File: config.mk
export PLATFORM = sky130hd
export DESIGN_NAME = lbp_out_buf
export DESIGN_NICKNAME = d
export VERILOG_FILES = /design/src/sv/lbp_pkg.sv /design/src/sv/lbp_out_buf.sv
export SDC_FILE = /design/constraint.sdc
export NUM_CORES = 1
export LEC_CHECK = 0
export ABC_AREA = 0
export BUFFER_PORTS_ARGS = -buffer_cell sky130_fd_sc_hd__buf_2
export CELL_PAD_IN_SITES_DETAIL_PLACEMENT = 1
export CELL_PAD_IN_SITES_GLOBAL_PLACEMENT = 1
export CORE_ASPECT_RATIO = 0.9
export CORE_MARGIN = 1.5
export CORE_UTILIZATION = 35
export CTS_CLUSTER_DIAMETER = 30
export DETAILED_ROUTE_END_ITERATION = 12
export PLACE_DENSITY_LB_ADDON = 0.1
export SLEW_MARGIN = 20
export SYNTH_ARGS = -nofsm -noshare
export SYNTH_HDL_FRONTEND = slang
export SYNTH_SLANG_ARGS = --single-unit
File: constraint.sdc
create_clock -name aclk -period 1 [get_ports aclk]
set_input_delay 0.1 -clock aclk [delete_from_list [all_inputs] [get_ports aclk]]
set_output_delay 0.1 -clock aclk [all_outputs]
set_load 0.05 [all_outputs]
File: src/sv/lbp_pkg.sv
// Shared types and constants for the 3x3 local binary pattern operator.
`timescale 1ns / 1ps
`default_nettype none

package lbp_pkg;

    localparam int PIX_W          = 8;
    localparam int FRAME_WIDTH_W  = 11;
    localparam int FRAME_HEIGHT_W = 13;
    localparam int CFG_DATA_W     = 13;
    localparam int CFG_IDX_W      = 1;
    localparam int OUT_ROW_W      = 12;
    localparam int OUT_COL_W      = 10;
    localparam int SIZE_RESET     = 1024;

    typedef enum logic [CFG_IDX_W-1:0] {
        CFG_FRAME_WIDTH  = 1'b0,
        CFG_FRAME_HEIGHT = 1'b1
    } cfg_index_t;

    typedef logic [PIX_W-1:0]     pixel_t;
    typedef logic [OUT_ROW_W-1:0] out_row_t;
    typedef logic [OUT_COL_W-1:0] out_col_t;

    // one column of the window, index 0 is the top row
    typedef logic [2:0][PIX_W-1:0] lbp_column_t;

    typedef struct packed {
        pixel_t pixel_value;
        logic   frame_start;
    } pixel_in_t;

    typedef struct packed {
        pixel_t   code_value;
        out_row_t out_row;
        out_col_t out_column;
        logic     is_border;
        logic     last_of_run;
    } lbp_result_t;

    // results caused by one pixel: LBP code first, border copy second
    typedef struct packed {
        logic        code_valid;
        logic        border_valid;
        lbp_result_t code_res;
        lbp_result_t border_res;
    } lbp_pair_t;

endpackage

`default_nettype wire

File: src/sv/lbp_out_buf.sv
// Output register holding up to two results of one pixel, code beat first.
`timescale 1ns / 1ps
`default_nettype none

module lbp_out_buf (
    input  wire logic                  aclk,
    input  wire logic                  aresetn,
    input  wire logic                  load,
    input  wire lbp_pkg::lbp_pair_t    pair_in,
    output logic                       load_ok,
    output logic                       m_valid,
    input  wire logic                  m_ready,
    output lbp_pkg::lbp_result_t       m_data
);

    logic                 code_v_reg;
    logic                 code_v_next;
    logic                 bord_v_reg;
    logic                 bord_v_next;
    lbp_pkg::lbp_result_t code_res_reg;
    lbp_pkg::lbp_result_t bord_res_reg;
    logic                 m_fire;

    assign m_valid = code_v_reg || bord_v_reg;
    assign m_data  = code_v_reg ? code_res_reg : bord_res_reg;
    assign m_fire  = m_valid && m_ready;
    assign load_ok = (!code_v_reg && !bord_v_reg) || (m_ready && !(code_v_reg && bord_v_reg));

    always_comb begin
        code_v_next = code_v_reg && !m_fire;
        bord_v_next = bord_v_reg && !(m_fire && !code_v_reg);
        if (load) begin
            code_v_next = pair_in.code_valid;
            bord_v_next = pair_in.border_valid;
        end
    end

    always_ff @(posedge aclk) begin
        if (!aresetn) begin
            code_v_reg <= 1'b0;
            bord_v_reg <= 1'b0;
        end else begin
            code_v_reg <= code_v_next;
            bord_v_reg <= bord_v_next;
        end
    end

    always_ff @(posedge aclk) begin
        if (load) begin
            code_res_reg <= pair_in.code_res;
            bord_res_reg <= pair_in.border_res;
        end
    end

endmodule

`default_nettype wire

Word level (Yosys, flattened, before mapping)
Cells that the tools add are included.
{ "totals": {"reg_bits": 66, "output_inout_bits": 34, "wordCells": 29} }
{ "classes": {"n_mux": 3, "reduce_logical": 14} }
{ "ops": {"columns": ["cell", "count"], "rows": [
  ["$mux 32", 1],
  ["$logic_and 1x1->1", 7],
  ["$logic_not 1->1", 5],
  ["$logic_or 1x1->1", 2],
  ["$mux 1", 2]
]} }

Logic depth before layout (Yosys ltp)
Gate-level depths: netlist of run 1.
{ "logic_depth": {"word_depth": 6, "depth_mapped": 4, "mapped_depth_nobuf": 3} }

Worst setup path before layout of run 1
OpenSTA, ideal clock, no wires.
{ "synth_timing": {"path_kind": "reg-to-output", "start": "register code_v_reg", "end": "output load_ok", "t_arrival_ps": 1007, "required_ps": 900, "slack_ps": -107, "path_stages_with_launch": 4, "n_path_buf": 1, "cell_sequence": "dfxtp_1 buf_6 inv_2 maj3_1"} }
{ "synth_via": {"elab_chain_cells": 4, "elab_cells_between_ends": 6, "cone_classes": "reduce/logical: 6"} }
{ "synth_lines": {"columns": ["element", "line", "text"], "rows": [
  ["start: declaration", "lbp_out_buf.sv:16", "logic code_v_reg;"],
  ["start signal: assignment", "lbp_out_buf.sv:43", "code_v_reg <= code_v_next;"],
  ["$logic_and 1x1->1", "lbp_out_buf.sv:27", "assign load_ok = (!code_v_reg && !bord_v_reg) || (m_ready && !(code_v_reg && bord_v_reg));"],
  ["$logic_not 1->1", "lbp_out_buf.sv:27", null],
  ["$logic_and 1x1->1", "lbp_out_buf.sv:27", null],
  ["$logic_or 1x1->1 (*)", "lbp_out_buf.sv:27", null],
  ["end: declaration", "lbp_out_buf.sv:10", "output logic load_ok,"]
]} }
Every way passes the cells marked *; elsewhere a longest branch is shown, timed or not.

==> results of run 1 <==
-- worst paths after layout --
| check | startpoint | slack (ns) | end |
|---|---|---|---|
| setup / recovery | code_v_reg | -0.47 | m_data[21] |
| hold / removal | aresetn | 0.02 | code_v_reg |
| hold reg to reg | bord_v_reg | 0.63 | bord_v_reg |
| setup reg to reg | code_v_reg | -0.20 | bord_v_reg |
-- cell families after synthesis --
kind of cell / after synthesis / share of synthesized area (%)
and+or+nand+nor: 4 / 0.838
adders and majority gates: 1 / 0.394
buffers and inverters: 6 / 2.07
AOI/OAI and AO/OA: 3 / 0.837
DFF: 66 / 77.2
muxes: 32 / 18.6
-- per-stage QoR --
step / power, W / setup TNS (ns) / utilization (%) / hold slack [ns] / area [um^2]
finish: 0.00711 / -15.75 / 61.8 / 0.0222 / 4350
global route: 0.00738 / -17.68 / 61.8 / 0.0104 / 4350
CTS: 0.00718 / -16.62 / 61.5 / 0.0126 / 4330
detailed placement: 0.00452 / -5.92 / 45.8 / 0.278 / 3230
global placement: 0.00449 / -5.78 / 45.8 / 0.277 / 3230
floorplan: 0.00416 / -1.91 / - / 0.199 / 2550
-- area by class of cell --
class	count	area (um^2)
well taps	93	116
flip-flops and latches	66	1970
multi-input cells	40	547
inverters	2	10.0
fillers	663	2690
clock buffers	13	159
repair buffers	177	1510
clock inverters	3	38.8
-- placed cells by master, fill, tap and decap left out --
cell type / Yosys / routed
a211o_1: 1 / 1
dfxtp_1: 2 / 1
nor2b_1: 1 / 1
edfxtp_1: 64 / 64
dfxtp_4: 0 / 1
dlygate4sd3_1: 0 / 65
a21boi_1: 1 / 1
bufinv_16: 0 / 1
clkbuf_1: 0 / 2
clkbuf_8: 0 / 11
inv_4: 0 / 1
inv_1: 1 / 1
nor3b_2: 0 / 1
clkinv_2: 0 / 1
maj3_2: 0 / 1
a21oi_1: 1 / 1
mux2_4: 30 / 32
clkinv_1: 0 / 1
buf_4: 0 / 3
nand2_4: 0 / 1
buf_8: 0 / 5
buf_2: 0 / 69
nand2_1: 2 / 1
buf_6: 4 / 32
buf_12: 0 / 3
-- per-layer routing --
metal | GRT usage [%] | up-vias | routed length, um
met3 | 6.92 | 2 | 337
met2 | 31.4 | 61 | 3460
li1 | - | 805 | -
met5 | 0 | - | 0
met1 | 16.6 | 790 | 2220
met4 | 6.20 | 0 | 24
-- power groups by stage --
stage                     clock, W  combinational (W)  sequential (W)
after CTS                  0.00230            0.00154         0.00334
after global routing       0.00240            0.00163         0.00336
after global placement           0            0.00111         0.00338
after detailed placement         0            0.00112         0.00340
after floorplan                  0           0.000785         0.00337
final                      0.00222            0.00156         0.00333
-- timing repair --
item,in CTS,in global routing
endpoints found under the hold margin,65,0
pin swaps,1,0
setup buffers,0,2
hold buffers,65,0
setup endpoints to repair,36,36
gates resized for setup,79,5
-- cell usage after synthesis --
| master | count |
|---|---|
| buf_6 | 4 |
| nor2b_1 | 1 |
| mux2_2 | 2 |
| nand2_1 | 2 |
| a21boi_1 | 1 |
| inv_1 | 1 |
| mux2_4 | 30 |
| a211o_1 | 1 |
| inv_2 | 1 |
| nor3b_1 | 1 |
| a21oi_1 | 1 |
| maj3_1 | 1 |
| edfxtp_1 | 64 |
| dfxtp_1 | 2 |
-- critical path, stage by stage, from the launching register on --
cell     delay, ns
dfxtp_4       0.39
buf_12        0.17
mux2_4        0.32
buf_6         0.15
==> reports/metrics.yaml, run 1 <==
power:
  pwr-share-seq_pct: 46.9
  peakVddDrop_uv: 824
  internal-power_w: 0.00531
  p_sw_w: 0.00180
  combinationalPowerShare_pct: 21.9
  pwr-share-clk_pct: 31.2
  swShare_pct: 25.3
  leakagePower_nw: 1.81
  powerDensity_nw_per_um2: 1630
timing:
  max_slew_margin_pct: 86.9
  fmax_ghz: 0.679
  worstMarginPinSlew_ns: 0.197
  finalCritPeriodShare_pct: 147
  fin_worst_skew_ns: 0.000561
  slew_violations: 0
  fin_crit_ns: 1.47
  setup-violations-final: 35
  rsz0062_at_grt: "yes"
  worst_slack_ns: -0.473
  hold_viol_final: 0
clock_tree:
  root_buffer: "clkbuf_8"
  clk_path_buf_depth: 2
  htree_levels: 3
  cts_tree: "built"
  cts_buffers: 9
  path_clk_slew_ns: 0.07
  cts_sinks: 66
  worstSkewPairLatency_ns: 0.33
grt:
  overflow: 0
  grt_pass1_wl_mm: 9.56
  grt_pass1_vias: 2013
  antenna_found_initial: 0
  grt_max_degree: 31
  grt.total_usage_pct: 16.9
setup_path:
  worstPathMaxFanout: 14
  critPathLaunchType: "flop"
  cp.arrival_ns: 1.37
  crit_type: "reg -> out"
  cp-end-kind: "output pin"
  reg2reg_depth: 6
  required_ns: 0.90
finish:
  diodes: 0
  fin_nets: 366
  final_layout_size_suffix_gt1_share_pct: 53.8
  final_cell_count_no_fill: 394
  syn_to_final_growth_pct: 71.3
detailed_routing:
  drc_errors: 0
  vias: 1658
  drt_pass1_iterations: 2
  routed_wl_mm: 6.04
  drtAntennaViolNets: 0
  wire_per_inst_um: 15.3
  vias_per_cell: 4.21
  drt_iter0_markers: 33
synth:
  synth_top_area_share_pct: 75.7
  syn-cell-area_um2: 2540
  yosysTopAreaCell: "edfxtp_1"
  ys_types: 14
  yosys-top-cells-area: "edfxtp_1 (76%), mux2_4 (18%), buf_6 (1.8%)"
  ys_warn_count: 0
  ys_ff_latch: 66
  syn_avg_cell_area_um2: 22.7
  synthCells: 112
  yosysSeqAreaShare_pct: 77.2
  synth_nets: 182
placement:
  port_buffers: 103
  post-place-cells: 312
  gp_congestion: 0.691
  place_ws_ns: -0.194
  place_hpwl_mm: 3.55
hold_path:
  whs_path_depth: 2
  hold_class: "in -> reg"
die:
  initial_core_util_pct: 36.1
  die-width_um: 92.8
  ioPinCount: 104
  dieArea_um2: 7780
  rows: 29
  core_um2: 7040
  fp.dieH_um: 83.8
status:
  violations: "setup timing"
  status: "finished, violations left"
job:
  max_cap_violations: 0
Note: power is estimated with default switching activity, not from simulation.
==> inputs of run 2 (changes only) <==
- ABC_AREA: 0 -> 1
- CORE_UTILIZATION: 35 -> 33
==> run 2 against run 1 <==
Effect of this change:
- the flow still finishes with violations (setup timing)
- power increased by 7.5%
- register-to-register slack better by 0.16 ns
- first-iteration DRC count up 110%
- utilization grew 3.6 points
- cell area grew 7.4%
- largest cell class unchanged
==> reports/metrics.yaml, run 2 <==
die:
  rows: 29  # unchanged
  fp.dieH_um: 84.9  # +1.3%
  core_um2: 7150  # +1.5%
  initial_core_util_pct: 34.4  # -1.7 points
  die-width_um: 94.0  # +1.3%
  ioPinCount: 104  # unchanged
  dieArea_um2: 7980  # +2.6%
synth:
  yosys-top-cells-area: "edfxtp_1 (78%), nand2_1 (15%), buf_6 (1.8%)"
  synth_commonest_cells: "nand2_1 (99), edfxtp_1 (64), buf_6 (4)"
  synth_edf_count: 64  # unchanged
  yosysSeqAreaShare_pct: 79.8  # +2.6 points
  ys_warn_count: 0  # unchanged
  syn-cell-area_um2: 2460  # -3.2%
  synth_nets: 253  # +39%
  ys.flop_type: "edfxtp_1"
  synthCells: 183  # +63%
  ys_ff_latch: 66  # unchanged
  yosysTopAreaCell: "edfxtp_1"
  syn_avg_cell_area_um2: 13.4  # -41%
  synth_top_area_share_pct: 78.2  # +2.5 points
  async_flop_share_pct: 0  # unchanged
  synth.most_common_cell: "nand2_1"
  ys_types: 13  # -1
grt:
  grt_max_degree: 39  # +26%
  met1_usage_pct: 20.5  # +3.9 points
  overflow: 0  # unchanged
  grt.total_usage_pct: 19.3  # +2.4 points
  grt_pass1_vias: 2273  # +13%
  antenna_found_initial: 1  # +1
  grt_use_met3_pct: 6.36  # -0.56 points
  grt_pass1_wl_mm: 11.2  # +18%
  grt.met2_usage_pct: 36.4  # +5.0 points
  grt.busiest_layer: "met2"
timing:
  hold_viol_final: 0  # unchanged
  max_slew_margin_pct: 82.3  # -4.5 points
  fmax_ghz: 0.715  # +5.3%
  worstMarginPinSlew_ns: 0.262  # +0.0650 ns
  slew_violations: 0  # unchanged
  tns_ns: -12.08  # +3.67 ns
  rsz0062_at_grt: "yes"
  fin_worst_skew_ns: 0.000534  # -0.0000272 ns
  fin_crit_ns: 1.40  # -0.0739 ns
  setup-violations-final: 35  # unchanged
  finalCritPeriodShare_pct: 140  # -7.4 points
  worst_slack_ns: -0.399  # +0.0739 ns
detailed_routing:
  drtAntennaViolNets: 0  # unchanged
  routed_wl_mm: 7.39  # +22%
  drt_pass1_iterations: 4  # +2
  drc_errors: 0  # unchanged
  wire_per_inst_um: 15.7  # +2.7%
  drt_iter0_markers: 69  # +110%
  vias: 2039  # +23%
  vias_per_cell: 4.35  # +3.3%
setup_path:
  crit_type: "reg -> out"
  cp.arrival_ns: 1.30  # -0.07 ns
  crit_start: "code_v_reg"
  reg2reg_depth: 5  # -1
  required_ns: 0.90  # about the same
  regToRegStartpoint: "code_v_reg"
  worstPathMaxFanout: 7  # -7
  cp-end-kind: "output pin"
  critPathLaunchType: "flop"
power:
  p_total_w: 0.00764  # +7.5%
  powerDensity_nw_per_um2: 1640  # about the same
  leakagePower_nw: 2.03  # +12%
  peakVddDrop_uv: 1120  # +36%
finish:
  fin_nets: 440  # +20%
  final_cell_count_no_fill: 469  # +19%
  nFillCells: 699  # +5.4%
  final_common_cell: "buf_2"
  final_layout_size_suffix_gt1_share_pct: 50.9  # -2.9 points
  most-common-layout-cells: "buf_2 (69), dlygate4sd3_1 (65), edfxtp_1 (64), nand2_1 (48), nand2_2 (41)"
  syn_to_final_growth_pct: 90.0
placement:
  port_buffers: 103  # unchanged
  place_hpwl_mm: 3.96  # +12%
  post-place-cells: 382  # +22%
  gp_congestion: 0.727  # +5.3%
  place_ws_ns: -0.264  # -0.0703 ns
status:
  status: "finished, violations left"
  violations: "setup timing"
clock_tree:
  cts_sinks: 66  # unchanged
  worstSkewPairLatency_ns: 0.33  # about the same
  htree_levels: 3  # unchanged
  clk_path_buf_depth: 2  # unchanged
  root_buffer: "clkbuf_8"
  cts_buffers: 9  # unchanged
  path_clk_slew_ns: 0.07  # about the same
  cts_tree: "built"
hold_path:
  hold_class: "in -> reg"
  hp-start: "pair_in[64]"
  whs_path_depth: 5  # +3
job:
  max_cap_violations: 0  # unchanged
## run 2: changes by cell type after synthesis, moves of 2 or more
cell	previous run	this run
buf_4	0	3
nand2_1	2	99
mux2_4	30	0
nor2_1	0	2
mux2_2	2	0
## run 2: kinds of logic after synthesis
family                 count (synthesis)  share of synthesized area, %
AND/OR/NAND/NOR                      104                          16.2
flip-flops                            66                          79.8
buffers and inverters                 10                          3.41
AO/OA/AOI/OAI                          3                         0.611
## run 2: critical path, cell delays in order (launching register included)
cell and delay, ns:
dfxtp_4 0.38, inv_8 0.11, buf_4 0.15, nand2_1 0.08
nand2_2 0.08, buf_6 0.16
## run 2: repair_timing
| item | in CTS | in global routing |
|---|---|---|
| resized for setup | 126 | 17 |
| pin swaps | 9 | 1 |
| gates cloned | 1 | 1 |
| setup endpoints to repair | 35 | 35 |
| buffers inserted | 3 | 0 |
| hold endpoints to repair | 65 | 0 |
| hold buffers | 65 | 0 |
## run 2: metal layers
layer,share of wire [%],vias to the layer above
met1,37,978
met2,57,66
met4,0.80,0
met5,0,-
li1,-,990
met3,5.1,5
## run 2: power breakdown
group	switching [W]	leakage, nW	internal [W]
registers	0.0000881	0.644	0.00327
logic	0.00105	1.28	0.000880
clock network	0.000966	0.104	0.00139
total	0.00210	2.03	0.00554
## run 2: final timing paths
| kind | to | slack, ns |
|---|---|---|
| setup / recovery | m_data[14] | -0.40 |
| hold / removal | bord_v_reg | 0.1 |
| setup reg to reg | code_v_reg | -0.04 |
| hold reg to reg | bord_v_reg | 0.56 |
## run 2: layout make-up
class	instances	area, um^2	share of cell area (%)
diodes	1	2.50	0.0536
inverters	3	18.8	0.402
clock inverters	6	81.3	1.74
flip-flops and latches	66	1970	42.1
well taps	93	116	2.49
multi-input cells	107	619	13.3
repair buffers	183	1740	37.3
clock buffers	10	128	2.73
## run 2: metrics by stage
stage	utilization [%]	hold slack, ns	area (um^2)
final	65.4	0.0977	4670
after global placement	45.3	0.277	3240
after detailed placement	45.3	0.278	3240
after global routing	65.4	0.110	4670
after CTS	64.1	0.0542	4580
after floorplan	-	0.199	2550
