==> config.mk <==
export PLATFORM = sky130hd
export DESIGN_NAME = lbp_window
export DESIGN_NICKNAME = d
export VERILOG_FILES = /design/src/sv/lbp_pkg.sv /design/src/sv/lbp_window.sv
export SDC_FILE = /design/constraint.sdc
export NUM_CORES = 1
export LEC_CHECK = 0
export BUFFER_PORTS_ARGS = -buffer_cell sky130_fd_sc_hd__buf_2
export CAP_MARGIN = 20
export CORE_ASPECT_RATIO = 1.75
export CORE_UTILIZATION = 63
export DETAILED_ROUTE_END_ITERATION = 16
export GPL_TIMING_DRIVEN = 0
export PLACE_DENSITY = 0.86
export SLEW_MARGIN = 40
export SYNTH_ARGS = -nofsm -noshare
export SYNTH_HDL_FRONTEND = slang
export SYNTH_SLANG_ARGS = --single-unit
==> constraint.sdc <==
create_clock -name aclk -period 3 [get_ports aclk]
set_input_delay 0.15 -clock aclk [delete_from_list [all_inputs] [get_ports aclk]]
set_output_delay 0.15 -clock aclk [all_outputs]
set_load 0.03 [all_outputs]
==> src/sv/lbp_pkg.sv <==
// Shared types and constants for the 3x3 local binary pattern operator.
`timescale 1ns / 1ps
`default_nettype none

package lbp_pkg;

    localparam int PIX_W          = 8;
    localparam int FRAME_WIDTH_W  = 11;
    localparam int FRAME_HEIGHT_W = 13;
    localparam int CFG_DATA_W     = 13;
    localparam int CFG_IDX_W      = 1;
    localparam int OUT_ROW_W      = 12;
    localparam int OUT_COL_W      = 10;
    localparam int SIZE_RESET     = 1024;

    typedef enum logic [CFG_IDX_W-1:0] {
        CFG_FRAME_WIDTH  = 1'b0,
        CFG_FRAME_HEIGHT = 1'b1
    } cfg_index_t;

    typedef logic [PIX_W-1:0]     pixel_t;
    typedef logic [OUT_ROW_W-1:0] out_row_t;
    typedef logic [OUT_COL_W-1:0] out_col_t;

    // one column of the window, index 0 is the top row
    typedef logic [2:0][PIX_W-1:0] lbp_column_t;

    typedef struct packed {
        pixel_t pixel_value;
        logic   frame_start;
    } pixel_in_t;

    typedef struct packed {
        pixel_t   code_value;
        out_row_t out_row;
        out_col_t out_column;
        logic     is_border;
        logic     last_of_run;
    } lbp_result_t;

    // results caused by one pixel: LBP code first, border copy second
    typedef struct packed {
        logic        code_valid;
        logic        border_valid;
        lbp_result_t code_res;
        lbp_result_t border_res;
    } lbp_pair_t;

endpackage

`default_nettype wire

==> src/sv/lbp_window.sv <==
// 3x3 window registers and the LBP code compare.
`timescale 1ns / 1ps
`default_nettype none

module lbp_window (
    input  wire logic                  aclk,
    input  wire logic                  shift_en,
    input  wire lbp_pkg::lbp_column_t  col_in,
    output lbp_pkg::pixel_t            code
);

    // col_a is the leftmost column after the shift, col_b the centre column
    lbp_pkg::lbp_column_t col_a_reg;
    lbp_pkg::lbp_column_t col_b_reg;
    lbp_pkg::pixel_t      centre;

    always_ff @(posedge aclk) begin
        if (shift_en) begin
            col_a_reg <= col_b_reg;
            col_b_reg <= col_in;
        end
    end

    assign centre = col_b_reg[1];

    // bit weights: 1 2 4 top row, 8 left, 16 right, 32 64 128 bottom row
    always_comb begin
        code[0] = (col_a_reg[0] >= centre);
        code[1] = (col_b_reg[0] >= centre);
        code[2] = (col_in[0]    >= centre);
        code[3] = (col_a_reg[1] >= centre);
        code[4] = (col_in[1]    >= centre);
        code[5] = (col_a_reg[2] >= centre);
        code[6] = (col_b_reg[2] >= centre);
        code[7] = (col_in[2]    >= centre);
    end

endmodule

`default_nettype wire

Word level (Yosys, flattened, before mapping):

Index checks and enable logic that the tools add are counted.

* input bits: 26
* flip-flop bits (word level): 48
* logic and storage cells: 14

* $lt $le $gt $ge: 8

Operator list (count)
* $ge 8x8->1: 8

Depth between registers and ports, before layout:

Gate-level depths: netlist of the first run.

* depth in word-level cells: 1
* depth in mapped cells: 5
* gate-level depth less buffers: 5

Worst setup path before layout of the first run:

No wires, ideal clock.

* kind: reg2out
* start point: register col_b_reg (netlist bit centre[6])
* end point: output code[0]
* arrival: 1.463 ns
* setup slack: 1.387 ns
* stages on the path, launching flop included: 6
* path through: edfxtp_1 -> inv_1 -> ha_1 -> a21o_1 -> a221oi_2 -> o21ai_1

* longest elaborated chain between the ends: 1

RTL lines
* start, declared: RTL line lbp_window.sv:14 `lbp_pkg::lbp_column_t col_b_reg;`
* start signal, assigned: RTL line lbp_window.sv:20 `col_b_reg <= col_in;`
* $ge 8x8->1: RTL line lbp_window.sv:28 `code[0] = (col_a_reg[0] >= centre);`
* end, declared: RTL line lbp_window.sv:9 `output lbp_pkg::pixel_t code`

No other way between the ends.

Worst setup path in the final report of the first run:

* start point: register col_b_reg (netlist bit centre[7])
* end point: output code[7]

* longest elaborated chain between the ends: 1

RTL lines
* $ge 8x8->1: RTL line lbp_window.sv:35 `code[7] = (col_in[2] >= centre);`

No other way between the ends.

==> impl_metrics.ini, run 1 <==
[final_layout]
multi_input_area_um2 = 1340
largest_reg_flops = 24
syn2layout_area_growth_pct = 11.2
fill_cells = 299
regArea_um2 = 1440
mostFrequentLayoutCells = 64 x ha_1, 48 x edfxtp_1, 32 x buf_2, 24 x a21o_1, 15 x inv_1
final_common_cell = ha_1
n_antenna_cell = 0
layout.nets = 329
drive_above_1_share = 0.229

[placed_design]
pre_cts_slack_ps = 1120
dpl.hpwl_um = 3710
gp_congestion = 0.776
io_buffers = 33

[worst_setup_path]
cp-start-kind = flip-flop
cp.arrival_ps = 2070
critPathCaptureType = primary output
worstPathRequired_ps = 2850
critPathMaxFanout = 8
timing.rr.start = centre[0]
crit_start = centre[7]
worst-setup-path-type = flip-flop to primary output

[synth]
synth_top_area_frac = 0.508
syn_area_per_cell_um2 = 14.3
syn-cell-area_um2 = 2840
synth-seq-cells = 48
yosysSeqAreaShare = 0.508
synth_largest_area_cell = edfxtp_1
synth_area_leaders = edfxtp_1 51%, ha_1 28%, a21o_1 6.3%
ys_warn_count = 0
syn_inst = 199
syn_nets = 289
ys_types = 11

[worst_hold_path]
min-delay-start = col_in[16]
hold_class = input pin to flip-flop

[power_and_ir_drop]
sw_frac_of_total = 0.287
power_frac_clock = 0.244
pwr-share-comb = 0.229
peakVddDrop_mv = 0.412
cellPowerDensity_nw_per_um2 = 492
p_int_mw = 1.11
seqPwrFrac = 0.527
power_switching_uw = 447
p_leak_nw = 1.53

[floorplan]
row_count = 32
die-width_um = 52.7
die-area_um2 = 4790
die_h_um = 90.8
start_util = 0.650
design.core.area_um2 = 4360
ios = 34

[sta]
rsz0062_at_grt = no
fin_crit_ps = 2220
slew_headroom = 0.582
drv_slew = 0
finalSetupTns_ps = 0
skew_ps = 5.46
fin_crit_sh = 0.739
worstMarginPinSlew_ps = 627
fmax_mhz = 451
setup_slack_ps = 783
setup_viol = 0
finalHoldViolCount = 0

[clock_tree]
cts_root_buffer = clkbuf_8
postCtsSetupBuffers = 0
numCtsBuffers = 5
insertion_delay_ps = 300
cts_tree = yes
cts_buffer_depth = 2
htreeDepth = 2
clkSinkCount = 48
ctsHoldBuffers = 0
cts_resized = 0
clk_pin_slew_ps = 90

[routing]
postRouteAntennaNets = 0
drc_errors = 0
wire_per_inst_um = 17.0
vias_per_cell = 6.16
firstDrtPassIters = 5
num_vias = 1793
dr.first_iter.drc_count = 28
drt_wl_total_um = 4940

[global_route]
grt_pass1_wl_um = 8230
grt_overflow = 0
track_usage = 0.238
antenna_found_initial = 0
first_global_vias = 1884
grt_max_degree = 49

[flow_run]
cap_violations = 0

[outcome]
outcome = finished, final reports clean
## power by group through the flow
stage	clock network (mW)	logic [mW]	registers (mW)
after floorplan	0	0.244	0.827
after global placement	0	0.335	0.831
after detailed placement	0	0.356	0.835
after CTS	0.381	0.360	0.819
after global routing	0.403	0.404	0.824
final	0.380	0.356	0.819
## worst paths after layout
kind              endpoint  slack, ps  cells after the start
max reg2reg   col_a_reg[8]       2140                      0
min          col_b_reg[16]         40                      1
min reg2reg  col_a_reg[23]        460                      0
max                code[7]        780                      6
## stage by stage
step	cells	hold slack, ps	area [um^2]	power, mW	utilization
5_1_grt	291	31.7	3160	1.63	0.723
3_3_place_gp	283	341	3070	1.17	0.703
2_1_floorplan	199	249	2840	1.07	-
6_report	291	35.9	3160	1.55	0.723
4_1_cts	291	30.2	3160	1.56	0.723
3_5_place_dp	283	342	3070	1.19	0.703
## area by class of cell
class / instances / share of cell area
multi-input cells: 136 / 0.424
flip-flops and latches: 48 / 0.457
clock inverters: 3 / 0.00595
inverters: 15 / 0.0178
repair buffers: 33 / 0.0531
well taps: 51 / 0.0202
clock buffers: 5 / 0.0218
## critical path, stage by stage (launching register included)
cell and delay (ps):
edfxtp_1 400, inv_1 290, ha_1 330, and3_2 220, a221oi_2 220, o21ai_1 120
buf_2 190
## logic make-up after synthesis
family / synth area share
adders and majority gates: 0.282
AOI/OAI and AO/OA: 0.138
DFF: 0.508
and+or+nand+nor: 0.0525
buffers and inverters: 0.0198
## synthesized netlist by cell type (all sizes together)
| cell type | n |
|---|---|
| o21ai | 8 |
| nand3 | 8 |
| inv | 15 |
| a221oi | 8 |
| a21o | 24 |
| and3 | 8 |
| edfxtp | 48 |
| a31oi | 8 |
| nand2b | 8 |
| ha | 64 |
## routing by layer
metal,GRT usage,part of all wire,up-vias
met5,0,0,-
met4,0.0987,0.017,0
met3,0.0421,0.028,8
met2,0.420,0.56,37
met1,0.269,0.39,880
li1,-,-,868
Note: power is estimated with default switching activity, not from simulation.
==> run 2, diff against run 1 <==
- CORE_UTILIZATION: 63 -> 58
- PLACE_DENSITY: 0.86 -> 0.81
- clock period: 3 -> 2.1 ns (I/O delays scaled with it)
==> impl_metrics.ini, run 2 (synthesized netlist as in run 1, its figures left out) <==
[floorplan]
ios = 34
row_count = 33
die-width_um = 54.9
design.core.area_um2 = 4710
die-area_um2 = 5190
die_h_um = 94.5
start_util = 0.603

[sta]
setup_slack_ps = -75.2
skew_ps = 4.66
slew_headroom = 0.581
drv_slew = 0
finalHoldViolCount = 0
rsz0062_at_grt = yes
finalSetupTns_ps = -75.2
worstMarginPinSlew_ps = 629
setup_viol = 1
fmax_mhz = 460
fin_crit_sh = 1.04
fin_crit_ps = 2180

[worst_setup_path]
cp-start-kind = flip-flop
worstPathRequired_ps = 2000
crit_chain = clkinvlp_4 > buf_12 > ha_4 > and3_1 > a221oi_2 > o21ai_1 > buf_4
cp_top_family = buffers and inverters
cp.arrival_ps = 2070
cpMaxStageDelayCell = edfxtp_1
crit_buf_inv = 3
critPathMaxFanout = 7
worst-setup-path-type = flip-flop to primary output
critPathCaptureType = primary output
cpPeakStageDelay_ps = 430

[routing]
drt_wl_total_um = 6010
firstDrtPassIters = 4
dr.first_iter.drc_count = 55
drc_errors = 0
vias_per_cell = 5.96
wire_per_inst_um = 19.1
postRouteAntennaNets = 0
num_vias = 1878

[final_layout]
drive_above_1_share = 0.331
regArea_um2 = 1440
final_common_cell = edfxtp_1
syn2layout_area_growth_pct = 31.7
finalInstanceArea_um2 = 3740
fill_cells = 281
multi_input_area_um2 = 1610
mostFrequentLayoutCells = 48 x edfxtp_1, 44 x ha_1, 24 x a21o_1, 24 x buf_2, 20 x ha_4
largest_reg_flops = 24
layout.nets = 352
n_antenna_cell = 0

[placed_design]
io_buffers = 33
dpl.hpwl_um = 3570
placed_cell_area_um2 = 3070
gp_congestion = 0.755

[power_and_ir_drop]
peakVddDrop_mv = 0.998
cellPowerDensity_nw_per_um2 = 671
p_leak_nw = 1.64

[clock_tree]
clk_pin_slew_ps = 90
cts_root_buffer = clkbuf_8
cts_buffer_depth = 2
insertion_delay_ps = 290
clkSinkCount = 48
cts_tree = yes
htreeDepth = 2
numCtsBuffers = 5

[global_route]
grt_max_degree = 49
grt_overflow = 0
grt_pass1_wl_um = 8400
track_usage = 0.239
first_global_vias = 1786
antenna_found_initial = 0

[flow_run]
cap_violations = 0

[outcome]
outcome = finished with violations
violations = negative setup slack

[worst_hold_path]
hold_class = input pin to flip-flop
## run 2: cell types whose count changed in the layout (fill, tap and decap cells not counted), sizes merged
cell and delta:
buf +7, bufinv +1, clkbuf +1, clkinvlp +2, dlygate4sd3 +16, inv -4
## run 2: per-layer routing
| metal | up-vias | part of all wire | GRT usage |
|---|---|---|---|
| li1 | 913 | - | - |
| met1 | 906 | 0.38 | 0.266 |
| met2 | 46 | 0.57 | 0.420 |
| met3 | 13 | 0.027 | 0.0435 |
| met4 | 0 | 0.026 | 0.105 |
| met5 | - | 0 | 0 |
## run 2: path summary, 6_finish.rpt
check               start           end  slack (ps)  depth (start not counted)
min reg2reg  col_b_reg[0]  col_a_reg[0]         450                          0
min             col_in[3]  col_b_reg[3]          10                          1
max reg2reg     centre[0]  col_a_reg[8]        1240                          0
max             centre[7]       code[6]         -80                          7
## run 2: repair_timing
action / 4_1_cts / 5_1_grt
hold buffers: 14 / 2
buffers inserted: 5 / 2
setup endpoints to repair: 8 / 8
pin swaps: 1 / 13
gates resized for setup: 12 / 33
endpoints found under the hold margin: 14 / 2
## run 2: layout make-up
cell class	count	share of cell area
multi-input cells	136	0.432
flip-flops and latches	48	0.386
repair buffers	56	0.117
clock buffers	6	0.0194
inverters	15	0.0191
well taps	52	0.0174
clock inverters	2	0.00938
## run 2: stage by stage
stage,worst slack (ps),hold slack [ps],power [mW],utilization,cells
6_report,-75.2,12.6,2.51,0.794,315
5_1_grt,-169,3.94,2.63,0.794,315
4_1_cts,-10.8,0.870,2.41,0.738,311
3_3_place_gp,289,296,1.67,0.652,284
2_1_floorplan,532,204,1.53,-,199
3_5_place_dp,261,297,1.70,0.652,284
## run 2: power by group
part / internal, mW / leakage (nW) / total, mW / switching (mW)
Clock: 0.354 / 0.0552 / 0.650 / 0.297
Combinational: 0.331 / 1.11 / 0.673 / 0.342
Sequential: 1.14 / 0.470 / 1.19 / 0.0470
Total: 1.82 / 1.64 / 2.51 / 0.686
==> run 3, diff against run 2 <==
- CORE_ASPECT_RATIO: 1.75 -> 0.5
- SLEW_MARGIN: 40 -> 10
==> impl_metrics.ini, run 3 (synthesized netlist as in run 1, its figures left out) <==
[outcome]
outcome = finished with violations
violations = negative setup slack

[sta]
rsz0062_at_grt = yes
worstMarginPinSlew_ps = 1010
drv_slew = 0
skew_ps = 5.75
finalHoldViolCount = 0
setup_viol = 8
fmax_mhz = 463
setup_slack_ps = -58.7
fin_crit_ps = 2160
slew_headroom = 0.325
fin_crit_sh = 1.03
finalSetupTns_ps = -277

[routing]
wire_per_inst_um = 16.1
dr.first_iter.drc_count = 91
firstDrtPassIters = 4
vias_per_cell = 5.44
drc_errors = 0
drt_wl_total_um = 5350
postRouteAntennaNets = 0
num_vias = 1805

[placed_design]
pre_cts_slack_ps = 275
gp_congestion = 0.773
dpl.hpwl_um = 3660
io_buffers = 33

[final_layout]
mostFrequentLayoutCells = 61 x ha_1, 48 x edfxtp_1, 30 x buf_2, 24 x a21o_1, 20 x dlygate4sd3_1
largest_reg_flops = 24
final_common_cell = ha_1
layout.nets = 355
fill_cells = 286
n_antenna_cell = 0
fin_util = 0.774
drive_above_1_share = 0.256
syn2layout_area_growth_pct = 24.1

[clock_tree]
cts_buffer_depth = 2
cts_tree = yes
clkSinkCount = 48
numCtsBuffers = 5
htreeDepth = 2
clk_pin_slew_ps = 90
cts_root_buffer = clkbuf_8
insertion_delay_ps = 300

[floorplan]
start_util = 0.623
die_h_um = 51.5
die-area_um2 = 5190
ios = 34
row_count = 17
design.core.area_um2 = 4550
die-width_um = 101

[power_and_ir_drop]
p_leak_nw = 1.65
cellPowerDensity_nw_per_um2 = 688
finalPower_mw = 2.42
peakVddDrop_mv = 0.433

[worst_setup_path]
crit_chain = clkinvlp_4 > ha_1 > a21o_1 > a221oi_2 > o21ai_1 > buf_4
cp-start-kind = flip-flop
critPathCaptureType = primary output
worstPathRequired_ps = 2000
cp.arrival_ps = 2050
cpPeakStageDelay_ps = 420
crit_buf_inv = 2
cp_top_family = compound AO/OA/AOI/OAI gates
cpMaxStageDelayCell = edfxtp_1
worst-setup-path-type = flip-flop to primary output
critPathMaxFanout = 8

[global_route]
grt_overflow = 0
grt_pass1_wl_um = 8420
track_usage = 0.228
antenna_found_initial = 0
first_global_vias = 1789
grt_max_degree = 49

[flow_run]
cap_violations = 0

[worst_hold_path]
hold_class = input pin to flip-flop
[run 3: cell count changes in the layout (fill, tap and decap cells not counted), moves of 2 or more]
| cell | before | now |
|---|---|---|
| ha_1 | 44 | 61 |
| ha_4 | 20 | 3 |
| clkinvlp_4 | 4 | 2 |
| dlygate4sd3_1 | 16 | 20 |
| and3_4 | 6 | 3 |
| buf_12 | 3 | 1 |
| and3_2 | 1 | 4 |
| buf_4 | 13 | 7 |
| buf_2 | 24 | 30 |
[run 3: metal layers]
layer / global-route usage / wire length (um)
met4: 0.0604 / 69
met5: 0 / 0
met2: 0.405 / 2560
met3: 0.0451 / 235
met1: 0.290 / 2490
[run 3: worst paths after layout]
kind	startpoint	to	slack [ps]	depth (start not counted)
min	col_in[19]	col_b_reg[19]	4	1
max reg2reg	centre[0]	col_a_reg[8]	1370	0
max	centre[4]	code[7]	-60	6
min reg2reg	col_b_reg[0]	col_a_reg[0]	450	0
[run 3: report_power, final]
| part | internal [mW] | switching (mW) | total, mW |
|---|---|---|---|
| logic | 0.273 | 0.318 | 0.592 |
| registers | 1.14 | 0.0349 | 1.17 |
| clock network | 0.353 | 0.307 | 0.660 |
| total | 1.76 | 0.660 | 2.42 |
[run 3: repair_timing]
item / in CTS / in global routing
pin swaps: 1 / 1
hold buffers: 14 / 6
endpoints found under the setup margin: 8 / 8
resized for setup: 14 / 0
endpoints found under the hold margin: 14 / 6
setup buffers: 2 / 4
[run 3: area by class of cell]
class	count	area, um^2	area share
flip-flops and latches	48	1440	0.409
multi-input cells	136	1390	0.394
repair buffers	59	434	0.123
well taps	66	82.6	0.0234
clock buffers	5	68.8	0.0195
inverters	15	63.8	0.0181
clock inverters	3	42.5	0.0121
[run 3: metrics by stage]
stage	std cells	hold WS [ps]	cell area (um^2)
global placement	298	299	3090
CTS	322	0.280	3430
floorplan	199	204	2840
global route	332	2.93	3520
finish	332	3.97	3520
detailed placement	298	298	3090
